`config.mk`:
```
export PLATFORM = sky130hd
export DESIGN_NAME = one_shot_delay_timer_table_core
export DESIGN_NICKNAME = d
export VERILOG_FILES = /design/src/hdl/osdt_pkg.sv /design/src/hdl/osdt_ctrl.sv /design/src/hdl/osdt_dpath.sv /design/src/hdl/one_shot_delay_timer_table_core.sv
export SDC_FILE = /design/constraint.sdc
export NUM_CORES = 1
export LEC_CHECK = 0
export CORE_MARGIN = 2
export CORE_UTILIZATION = 60
export DETAILED_ROUTE_END_ITERATION = 10
export DONT_BUFFER_PORTS = 1
export GPL_ROUTABILITY_DRIVEN = 0
export PLACE_DENSITY = 0.76
export SYNTH_ARGS = -nofsm -noshare
export SYNTH_HDL_FRONTEND = slang
export SYNTH_SLANG_ARGS = --single-unit
export TNS_END_PERCENT = 1
```
`constraint.sdc`:
```
create_clock -name clk -period 8 [get_ports clk]
set_input_delay 0.8 -clock clk [delete_from_list [all_inputs] [get_ports clk]]
set_output_delay 0.8 -clock clk [all_outputs]
set_load 0.1 [all_outputs]
```
`src/hdl/osdt_pkg.sv`:
```
`default_nettype none
// ----------------------------------------------------------------------------
// osdt_pkg
// Shared types and constants of the one-shot delay timer table: request and
// result layouts, command and result codes, and the control and status
// bundles between the controller and the datapath.
// ----------------------------------------------------------------------------
package osdt_pkg;

    localparam int TICK_W      = 32;
    localparam int ID_W        = 8;
    localparam int SLOT_W      = 3;
    localparam int MAX_RESULTS = 8;
    localparam int CNT_W       = $clog2(MAX_RESULTS + 1);

    typedef enum logic [1:0] {
        CMD_TICK = 2'd0,
        CMD_ADD  = 2'd1,
        CMD_ADD0 = 2'd2,
        CMD_SCAN = 2'd3
    } cmd_t;

    typedef enum logic [1:0] {
        KIND_NONE  = 2'd0,
        KIND_ADDED = 2'd1,
        KIND_FULL  = 2'd2,
        KIND_FIRED = 2'd3
    } kind_t;

    typedef struct packed {
        cmd_t              cmd;
        logic [TICK_W-1:0] delay_ticks;
        logic [ID_W-1:0]   callback_id;
    } req_t;

    typedef struct packed {
        kind_t             kind;
        logic [SLOT_W-1:0] slot;
        logic [ID_W-1:0]   fired_id;
        logic              last;
    } result_t;

    // One timer slot as held in the slot memory.
    typedef struct packed {
        logic [TICK_W-1:0] start_tick;
        logic [TICK_W-1:0] delay_ticks;
        logic [ID_W-1:0]   action;
    } entry_t;

    typedef struct packed {
        logic tick;   // advance the tick counter
        logic arm0;   // arm slot 0 from the request ports
        logic load;   // capture the request and restart the slot walk
        logic find;   // look for the lowest free slot
        logic scan;   // service scan step
        logic flush;  // give the final scan result
    } ctl_t;

    typedef struct packed {
        logic free_at_idx;
        logic idx_last;
        logic scan_end;
    } stat_t;

endpackage
`default_nettype wire

```
`src/hdl/osdt_ctrl.sv`:
```
`default_nettype none
// ----------------------------------------------------------------------------
// osdt_ctrl
// Controller state machine: decodes accepted requests and sequences the
// free-slot search and the service scan in the datapath.
// ----------------------------------------------------------------------------
module osdt_ctrl
    import osdt_pkg::*;
(
    input  wire logic  clk,
    input  wire logic  rst_n,
    input  wire logic  start,
    input  wire cmd_t  cmd,
    input  wire stat_t stat,
    output ctl_t       ctl,
    output logic       busy
);

    typedef enum logic [3:0] {
        ST_IDLE  = 4'b0001,
        ST_FIND  = 4'b0010,
        ST_SCAN  = 4'b0100,
        ST_FLUSH = 4'b1000
    } state_t;

    state_t state_reg;
    state_t state_next;

    always_ff @(posedge clk or negedge rst_n)
    begin
        if (!rst_n)
        begin
            state_reg <= ST_IDLE;
        end
        else
        begin
            state_reg <= state_next;
        end
    end

    always_comb
    begin
        state_next = state_reg;
        ctl        = '0;
        unique case (state_reg)
            ST_IDLE:
            begin
                if (start)
                begin
                    unique case (cmd)
                        CMD_TICK: ctl.tick = 1'b1;
                        CMD_ADD0: ctl.arm0 = 1'b1;
                        CMD_ADD:
                        begin
                            ctl.load   = 1'b1;
                            state_next = ST_FIND;
                        end
                        CMD_SCAN:
                        begin
                            ctl.load   = 1'b1;
                            state_next = ST_SCAN;
                        end
                    endcase
                end
            end
            ST_FIND:
            begin
                ctl.find = 1'b1;
                if (stat.free_at_idx || stat.idx_last)
                begin
                    state_next = ST_IDLE;
                end
            end
            ST_SCAN:
            begin
                ctl.scan = 1'b1;
                if (stat.scan_end)
                begin
                    state_next = ST_FLUSH;
                end
            end
            ST_FLUSH:
            begin
                ctl.flush  = 1'b1;
                state_next = ST_IDLE;
            end
            default:
            begin
                state_next = ST_IDLE;
            end
        endcase
    end

    assign busy = (state_reg != ST_IDLE);

endmodule
`default_nettype wire

```
`src/hdl/osdt_dpath.sv`:
```
`default_nettype none
// ----------------------------------------------------------------------------
// osdt_dpath
// Datapath: tick counter, slot active bits, slot memory, the one-slot-per-
// cycle walk with its registered read and expiry compare, and the result
// register.
// ----------------------------------------------------------------------------
module osdt_dpath
    import osdt_pkg::*;
#(
    parameter int NUM_SLOTS = 8
)
(
    input  wire logic clk,
    input  wire logic rst_n,
    input  wire req_t request,
    input  wire ctl_t ctl,
    output stat_t     stat,
    output logic      strobe,
    output result_t   result
);

    localparam int IDX_W = (NUM_SLOTS > 1) ? $clog2(NUM_SLOTS) : 1;
    localparam logic [IDX_W-1:0] IDX_LAST = IDX_W'(NUM_SLOTS - 1);

    entry_t mem [NUM_SLOTS];

    logic [TICK_W-1:0]    tick_reg, tick_next;
    logic [NUM_SLOTS-1:0] active_reg, active_next;
    logic [IDX_W-1:0]     idx_reg, idx_next;
    logic                 issue_done_reg, issue_done_next;
    logic                 chk_valid_reg, chk_valid_next;
    logic                 pend_valid_reg, pend_valid_next;
    logic [CNT_W-1:0]     cnt_reg, cnt_next;
    logic                 strobe_reg, strobe_next;

    req_t                 req_reg, req_next;
    logic [IDX_W-1:0]     chk_idx_reg, chk_idx_next;
    logic [IDX_W-1:0]     pend_slot_reg, pend_slot_next;
    logic [ID_W-1:0]      pend_id_reg, pend_id_next;
    entry_t               rd_data_reg;
    result_t              result_reg, result_next;

    logic                 mem_we;
    logic [IDX_W-1:0]     mem_waddr;
    entry_t               mem_wdata;
    logic                 rd_en;
    logic [TICK_W-1:0]    elapsed;
    logic                 hit;

    // Modulo 2^32 elapsed time of the slot whose entry was read last cycle.
    assign elapsed = tick_reg - rd_data_reg.start_tick;
    assign hit     = chk_valid_reg && active_reg[chk_idx_reg]
                     && (elapsed >= rd_data_reg.delay_ticks)
                     && (cnt_reg < CNT_W'(MAX_RESULTS));

    assign stat.free_at_idx = !active_reg[idx_reg];
    assign stat.idx_last    = (idx_reg == IDX_LAST);
    assign stat.scan_end    = chk_valid_reg && (chk_idx_reg == IDX_LAST);

    always_comb
    begin
        tick_next       = tick_reg;
        active_next     = active_reg;
        idx_next        = idx_reg;
        issue_done_next = issue_done_reg;
        chk_valid_next  = 1'b0;
        pend_valid_next = pend_valid_reg;
        cnt_next        = cnt_reg;
        req_next        = req_reg;
        chk_idx_next    = chk_idx_reg;
        pend_slot_next  = pend_slot_reg;
        pend_id_next    = pend_id_reg;
        mem_we          = 1'b0;
        mem_waddr       = '0;
        mem_wdata       = '0;
        rd_en           = 1'b0;
        strobe_next     = 1'b0;
        result_next     = '0;

        if (ctl.tick)
        begin
            tick_next = tick_reg + 1'b1;
        end

        if (ctl.arm0)
        begin
            mem_we               = 1'b1;
            mem_waddr            = '0;
            mem_wdata.start_tick = tick_reg;
            mem_wdata.delay_ticks = request.delay_ticks;
            mem_wdata.action     = request.callback_id;
            active_next[0]       = 1'b1;
            strobe_next          = 1'b1;
            result_next.kind     = KIND_ADDED;
            result_next.fired_id = request.callback_id;
            result_next.last     = 1'b1;
        end

        if (ctl.load)
        begin
            req_next        = request;
            idx_next        = '0;
            issue_done_next = 1'b0;
            pend_valid_next = 1'b0;
            cnt_next        = '0;
        end

        if (ctl.find)
        begin
            if (!active_reg[idx_reg])
            begin
                mem_we                = 1'b1;
                mem_waddr             = idx_reg;
                mem_wdata.start_tick  = tick_reg;
                mem_wdata.delay_ticks = req_reg.delay_ticks;
                mem_wdata.action      = req_reg.callback_id;
                active_next[idx_reg]  = 1'b1;
                strobe_next           = 1'b1;
                result_next.kind      = KIND_ADDED;
                result_next.slot      = SLOT_W'(idx_reg);
                result_next.fired_id  = req_reg.callback_id;
                result_next.last      = 1'b1;
            end
            else if (idx_reg == IDX_LAST)
            begin
                strobe_next      = 1'b1;
                result_next.kind = KIND_FULL;
                result_next.last = 1'b1;
            end
            else
            begin
                idx_next = idx_reg + 1'b1;
            end
        end

        if (ctl.scan)
        begin
            if (!issue_done_reg)
            begin
                rd_en          = 1'b1;
                chk_valid_next = 1'b1;
                chk_idx_next   = idx_reg;
                if (idx_reg == IDX_LAST)
                begin
                    issue_done_next = 1'b1;
                end
                else
                begin
                    idx_next = idx_reg + 1'b1;
                end
            end
            // A fired slot is held back until the next one fires or the scan ends, so the final one can carry last.
            if (hit)
            begin
                active_next[chk_idx_reg] = 1'b0;
                cnt_next                 = cnt_reg + 1'b1;
                if (pend_valid_reg)
                begin
                    strobe_next          = 1'b1;
                    result_next.kind     = KIND_FIRED;
                    result_next.slot     = SLOT_W'(pend_slot_reg);
                    result_next.fired_id = pend_id_reg;
                end
                pend_valid_next = 1'b1;
                pend_slot_next  = chk_idx_reg;
                pend_id_next    = rd_data_reg.action;
            end
        end

        if (ctl.flush)
        begin
            strobe_next      = 1'b1;
            result_next.last = 1'b1;
            if (pend_valid_reg)
            begin
                result_next.kind     = KIND_FIRED;
                result_next.slot     = SLOT_W'(pend_slot_reg);
                result_next.fired_id = pend_id_reg;
            end
            else
            begin
                result_next.kind = KIND_NONE;
            end
        end
    end

    always_ff @(posedge clk or negedge rst_n)
    begin
        if (!rst_n)
        begin
            tick_reg       <= '0;
            active_reg     <= '0;
            idx_reg        <= '0;
            issue_done_reg <= 1'b0;
            chk_valid_reg  <= 1'b0;
            pend_valid_reg <= 1'b0;
            cnt_reg        <= '0;
            strobe_reg     <= 1'b0;
        end
        else
        begin
            tick_reg       <= tick_next;
            active_reg     <= active_next;
            idx_reg        <= idx_next;
            issue_done_reg <= issue_done_next;
            chk_valid_reg  <= chk_valid_next;
            pend_valid_reg <= pend_valid_next;
            cnt_reg        <= cnt_next;
            strobe_reg     <= strobe_next;
        end
    end

    always_ff @(posedge clk)
    begin
        req_reg       <= req_next;
        chk_idx_reg   <= chk_idx_next;
        pend_slot_reg <= pend_slot_next;
        pend_id_reg   <= pend_id_next;
        result_reg    <= result_next;
    end

    // Slot memory: one write port, one registered read port.
    always_ff @(posedge clk)
    begin
        if (mem_we)
        begin
            mem[mem_waddr] <= mem_wdata;
        end
        if (rd_en)
        begin
            rd_data_reg <= mem[idx_reg];
        end
    end

    assign strobe = strobe_reg;
    assign result = result_reg;

endmodule
`default_nettype wire

```
`src/hdl/one_shot_delay_timer_table_core.sv`:
```
// A tick or an add at slot 0 is taken with busy staying low, and the add gives its
// result in the next cycle. An add to the first free slot checks one slot per cycle
// and registers its result once it finds a free slot or reaches the last slot.
// A service scan keeps busy high through the slot walk and a final flush; a fired
// result is held back until the next one fires, and the final one comes from the flush.
// A new request is taken as soon as busy falls. Reset clears the tick counter and all active bits.
`default_nettype none
// ----------------------------------------------------------------------------
// one_shot_delay_timer_table_core
// Bank of one-shot delay timers on a 32-bit tick counter advanced by tick
// requests, with add, overwrite and service scan requests.
// ----------------------------------------------------------------------------
module one_shot_delay_timer_table_core
    import osdt_pkg::*;
#(
    parameter int NUM_SLOTS = 8
)
(
    input  wire logic clk,
    input  wire logic rst_n,
    input  wire logic start,
    input  wire req_t request,
    output logic      busy,
    output logic      strobe,
    output result_t   result
);

    ctl_t  ctl;
    stat_t stat;

    osdt_ctrl u_ctrl (
        .clk   (clk),
        .rst_n (rst_n),
        .start (start),
        .cmd   (request.cmd),
        .stat  (stat),
        .ctl   (ctl),
        .busy  (busy)
    );

    osdt_dpath #(
        .NUM_SLOTS (NUM_SLOTS)
    ) u_dpath (
        .clk     (clk),
        .rst_n   (rst_n),
        .request (request),
        .ctl     (ctl),
        .stat    (stat),
        .strobe  (strobe),
        .result  (result)
    );

endmodule
`default_nettype wire

```
-- After elaboration in Yosys (flattened, before gate mapping)
Memory sizes are Yosys's and may differ from the RTL's. A register that Yosys moved wholly into a read port is not among the register bits.
Index checks and enable logic that the tools add are counted.
Widths: inputs -> output; s select.
- add/sub/neg operators: 4
- magnitude comparators: 6
- equality and inequality tests: 14
- multiplexer cells: 76
- bitwise logic cells: 4
- reductions and logical operators: 13
- operators with widths (kind ; number):
    $mux 72 ; 3
    $mux 13 ; 3
    $mux 1 ; 35
    $mux 3 ; 11
    $add 32x1->32 const B ; 1
    $ge 32x32->1 ; 1
    $mux 8 ; 4
    $sub 32x32->32 ; 1
    $mux 14 ; 2
    $mux 4 ; 6
    $mux 11 ; 2
    $pmux 4 s3 ; 1
    $mux 9 ; 1
    $and 8x8->8 ; 1
    $lt 3x4->1 const B ; 2
    $not 8->8 ; 1
    $or 8x8->8 ; 1
    $pmux 4 s2 ; 1
    $bmux 1 s3 ; 2
    $demux 1 s3 ; 2
    $eq 3x3->1 const B ; 2
    $ge 3x1->1 const B ; 2
    $logic_and 1x1->1 ; 6
    $mux 2 ; 3
    20 further kinds ; 23
- bits in registers: 123
- memory bits (writable): 576
- input bits: 45
- output and inout port bits: 16
- word-level logic and storage cells: 136
- memories kept: 1
- memory list (memory ; depth ; width ; read ports ; clocked after Yosys merged registers in ; wr ports ; RTL line ; RTL):
    u_dpath.mem ; 8 ; 72 ; 1 ; 1 ; 1 ; osdt_dpath.sv:26 ; entry_t mem [NUM_SLOTS];

-- Logic depth before layout (Yosys ltp)
- depth in word-level cells: 14
- mapped depth: 22
- gate-level depth less buffers: 21

-- Hierarchy
From an unflattened synthesis, not the netlist that was laid out.
- cells, all modules: 1806
- area, all modules: 31873.1 um2
- modules (own cells, without submodules) (module ; instances ; cells each ; area each (um2) ; sequential area each (um2)):
    osdt_dpath ; 1 ; 1785 ; 31619.1 ; 22636.7
    osdt_ctrl ; 1 ; 21 ; 254.0 ; 101.3

-- Worst setup path before layout
OpenSTA, ideal clock, no wires.
- path kind: register to register
- start: register u_dpath.idx_reg[0]
- end: memory u_dpath.mem[4][0] (netlist name) (enable)
- library setup time: 593 ps
- arrival: 6733 ps
- required time: 7407 ps
- slack: 674 ps
- stages on the path, launching flop included: 8
- path buffers: 2
- clock period less this slack: 7326 ps
- cells stage by stage: dfrtp_1 buf_2 mux4_2 mux2_2 nor2b_1 buf_2 nand2_1 nor3_1
- cells in the longest elaborated chain, start to end: 6
- elaborated cells on any way between the ends: 8
- classes of those cells: mux: 8
- ends and longest elaborated chain (element ; RTL line ; RTL):
    start: declaration ; osdt_dpath.sv:30 ; logic [IDX_W-1:0] idx_reg, idx_next;
    start signal: assignment ; osdt_dpath.sv:205 ; idx_reg <= idx_next;
    $bmux 1 s3 ; osdt_dpath.sv:111 ; if (!active_reg[idx_reg])
    $mux 1 (implied by the code) ; osdt_dpath.sv:111 ;
    $mux 1 ; osdt_dpath.sv:111 ;
    $mux 1 ; osdt_dpath.sv:109 ; if (ctl.find)
    $mux 1 ; osdt_dpath.sv:226 ; if (mem_we)
    $mux 1 (implied by the code) ; osdt_dpath.sv:228 ; mem[mem_waddr] <= mem_wdata;
    end: declaration ; osdt_dpath.sv:26 ;
Several ways; a longest one is shown, not always the timed one. The select of a mux whose other input is x is not followed.

==> results.cfg <==
[synth]
synth_area_um2 = 31400
synth_area_per_cell_um2 = 18.6
yosys_warnings = 0
synth_mux_area_share_pct = 13.2
yosysUniqueCellTypes = 71
synth_edf_count = 702
syn_inst = 1685
synthSimpleGateAreaFrac_pct = 3.66
synth_fp_nets = 1798
synth_seq_cells = 771
async_flop_share_pct = 7.13
synth-compound-area-share_pct = 4.51
synth_fa_ha_area_share_pct = 2.73
synth_top_family_by_area = multiplexers
synth_xor_area_share_pct = 1.56
ys_seq_area_share_pct = 72.4
synth_flop_cell = edfxtp_1

[route]
routed_wirelength_um = 61200
drtIter0Drc = 1421
vias = 15547
drc = 0
via_per_inst = 6.31
ant_nets = 0
wire_per_inst_um = 24.9
drtPass1Iterations = 5

[placement]
post_dp_cell_area_um2 = 32200
dp_hpwl_um = 34000
dp_cells = 2318
portBuffers = 0

[timing]
finalCriticalPeriod_ns = 5.55
tightest_slew_ns = 1.21
slew_headroom_pct = 19.3
rsz0062_at_grt = no
fin_skew_ns = 0.0250
finalSetupTns_ns = 0
fmax_ghz = 0.180
final-max-slew-violation-count = 0
fin_crit_sh_pct = 69.3
hold_viol_final = 0
finalSetupViolCount = 0

[critical_path]
reg2reg_from = u_dpath.tick_reg[0]$_DFFE_PN0P_
crit_path_start_kind = flip-flop
worstPathRequired_ns = 8.56
rr_worst_depth = 20
path_class = flip-flop to flip-flop
cp_max_fo = 13
critPathArrivalTime_ns = 6.10
r2r_slack_ns = 2.45
cp-end-kind = flip-flop
r2r_end = u_dpath.result[10]$_DFF_P_

[run_status]
status = completed

[die]
dieHeight_um = 233
die_area_um2 = 54200
placement_rows = 83
die_w_um = 233
core_area_um2 = 51500
initial_utilization_pct = 61.0
boundaryPins = 61

[clock_tree]
cts_root_buf = clkbuf_16
cts_inserted_buffers = 77
clkTransAtPathRegs_ns = 0.06
cts_tree = yes
clk_latency_ns = 0.64
clockBufferDepth = 3
cts_setup_buffers = 0
cts_num_sinks = 771
htree_num_levels = 3

[layout]
final_cells = 2462
layout_commonest_cell = edfxtp_1
mostFrequentLayoutCells = edfxtp_1 (702), mux4_2 (146), inv_1 (83), clkbuf_16 (77), mux2_2 (74)
antenna_cells = 0
final_area_um2 = 34600
seqCellArea_um2 = 22700
drive_gt1_share_pct = 20.6
num-nets-final = 1832
utilization_pct = 67.2
fillers = 3291
syn_to_final_growth_pct = 10.2
largest_register_ffs = 576
multi_input_area_um2 = 8120

[grt]
grt_pass1_wl_um = 94800
antenna_found_initial = 0
grt_max_degree = 69
grt_pass1_vias = 16295
overflow = 0
grt_use_total_pct = 23.6

[run]
maxCapViolations = 0

[power_and_ir_drop]
peakVddDrop_mv = 0.226
leakagePower_nw = 11.9
p_per_area_nw_per_um2 = 253

[worst_hold_path]
hp-class = input port to asynchronous set/reset pin
-- power by group --
| group | switching [W] | total, W | internal (W) |
|---|---|---|---|
| Clock | 0.00149 | 0.00341 | 0.00191 |
| Combinational | 0.000370 | 0.000806 | 0.000436 |
| Sequential | 0.0000830 | 0.00453 | 0.00445 |
-- area by class of cell --
| class | instances | share of cell area (%) |
|---|---|---|
| Clock buffer | 101 | 5.88 |
| Sequential cell | 771 | 65.7 |
| Timing Repair Buffer | 23 | 0.564 |
| Inverter | 84 | 0.911 |
| Clock inverter | 41 | 1.00 |
| Tap cell | 680 | 2.46 |
| Multi-Input combinational cell | 762 | 23.5 |
-- synth_stat cells (40+ instances only) --
cell type	count	share of area (%)
ha_1	67	2.7
nor2_1	48	0.57
nor2b_1	40	0.80
dfrtp_1	54	4.3
mux2_2	74	2.7
a22o_1	45	1.3
clkbuf_1	41	0.49
inv_1	84	1.0
nand2_1	42	0.50
edfxtp_1	702	67
mux4_2	146	10
-- layer usage --
layer	share of wire, %	wire (um)	global-route usage (%)
met5	0	0	0
met4	3.1	1900	9.39
met3	6.6	4010	3.71
met2	49	29700	37.7
met1	42	25600	33.3
-- what timing repair did --
action,in CTS,in global routing
resized for setup,0,0
hold buffers,2,0
endpoints found under the hold margin,54,0
-- worst max-delay path, stage by stage, from the launching register on --
cell and delay (ns):
dfrtp_1 0.40, inv_1 0.11, ha_1 0.17, inv_1 0.05, fa_1 0.41, a21oi_1 0.23, nand4b_1 0.17, a21oi_1 0.14
o21ai_1 0.29, nand2_1 0.09, a2111oi_0 0.68, or4_1 0.22, o211ai_1 0.11, ha_1 0.33, nand4_1 0.16, o21ai_0 0.28
and2_1 0.17, a41oi_1 0.04, buf_4 0.23, a21boi_1 0.95, a22o_1 0.26
-- logic make-up after synthesis --
group / after synthesis
buf+inv: 152
xor+xnor: 56
compound gates: 195
flops: 771
mux: 223
fa+ha+maj: 68
simple gates: 220
-- worst max path at each step --
stage / from / end / slack [ns] / cells past startpoint
global route: u_dpath.tick_reg[0]$_DFFE_PN0P_ / u_dpath.result[4]$_DFF_P_ / 2.07 / 20
finish: u_dpath.tick_reg[0]$_DFFE_PN0P_ / u_dpath.result[10]$_DFF_P_ / 2.45 / 20
CTS: u_dpath.tick_reg[0]$_DFFE_PN0P_ / u_dpath.result[10]$_DFF_P_ / 2.50 / 20
detailed placement: u_dpath.tick_reg[0]$_DFFE_PN0P_ / u_dpath.result[11]$_DFF_P_ / 2.60 / 20
global placement: u_dpath.tick_reg[0]$_DFFE_PN0P_ / u_dpath.result[9]$_DFF_P_ / 2.90 / 20
floorplan: u_dpath.idx_reg[0]$_DFF_PN0_ / u_dpath.mem[4][0]$_DFFE_PP_ / 0.67 / 7
-- stage by stage --
stage | total power [W] | worst slack, ns | hold slack, ns
floorplan | 0.00525 | 0.674 | 0.400
global placement | 0.00539 | 2.90 | 0.401
detailed placement | 0.00542 | 2.60 | 0.408
CTS | 0.00881 | 2.50 | 0.0196
global route | 0.00904 | 2.07 | 0.0418
finish | 0.00875 | 2.45 | 0.0326
No activity file was read; power rests on OpenSTA's default activity.
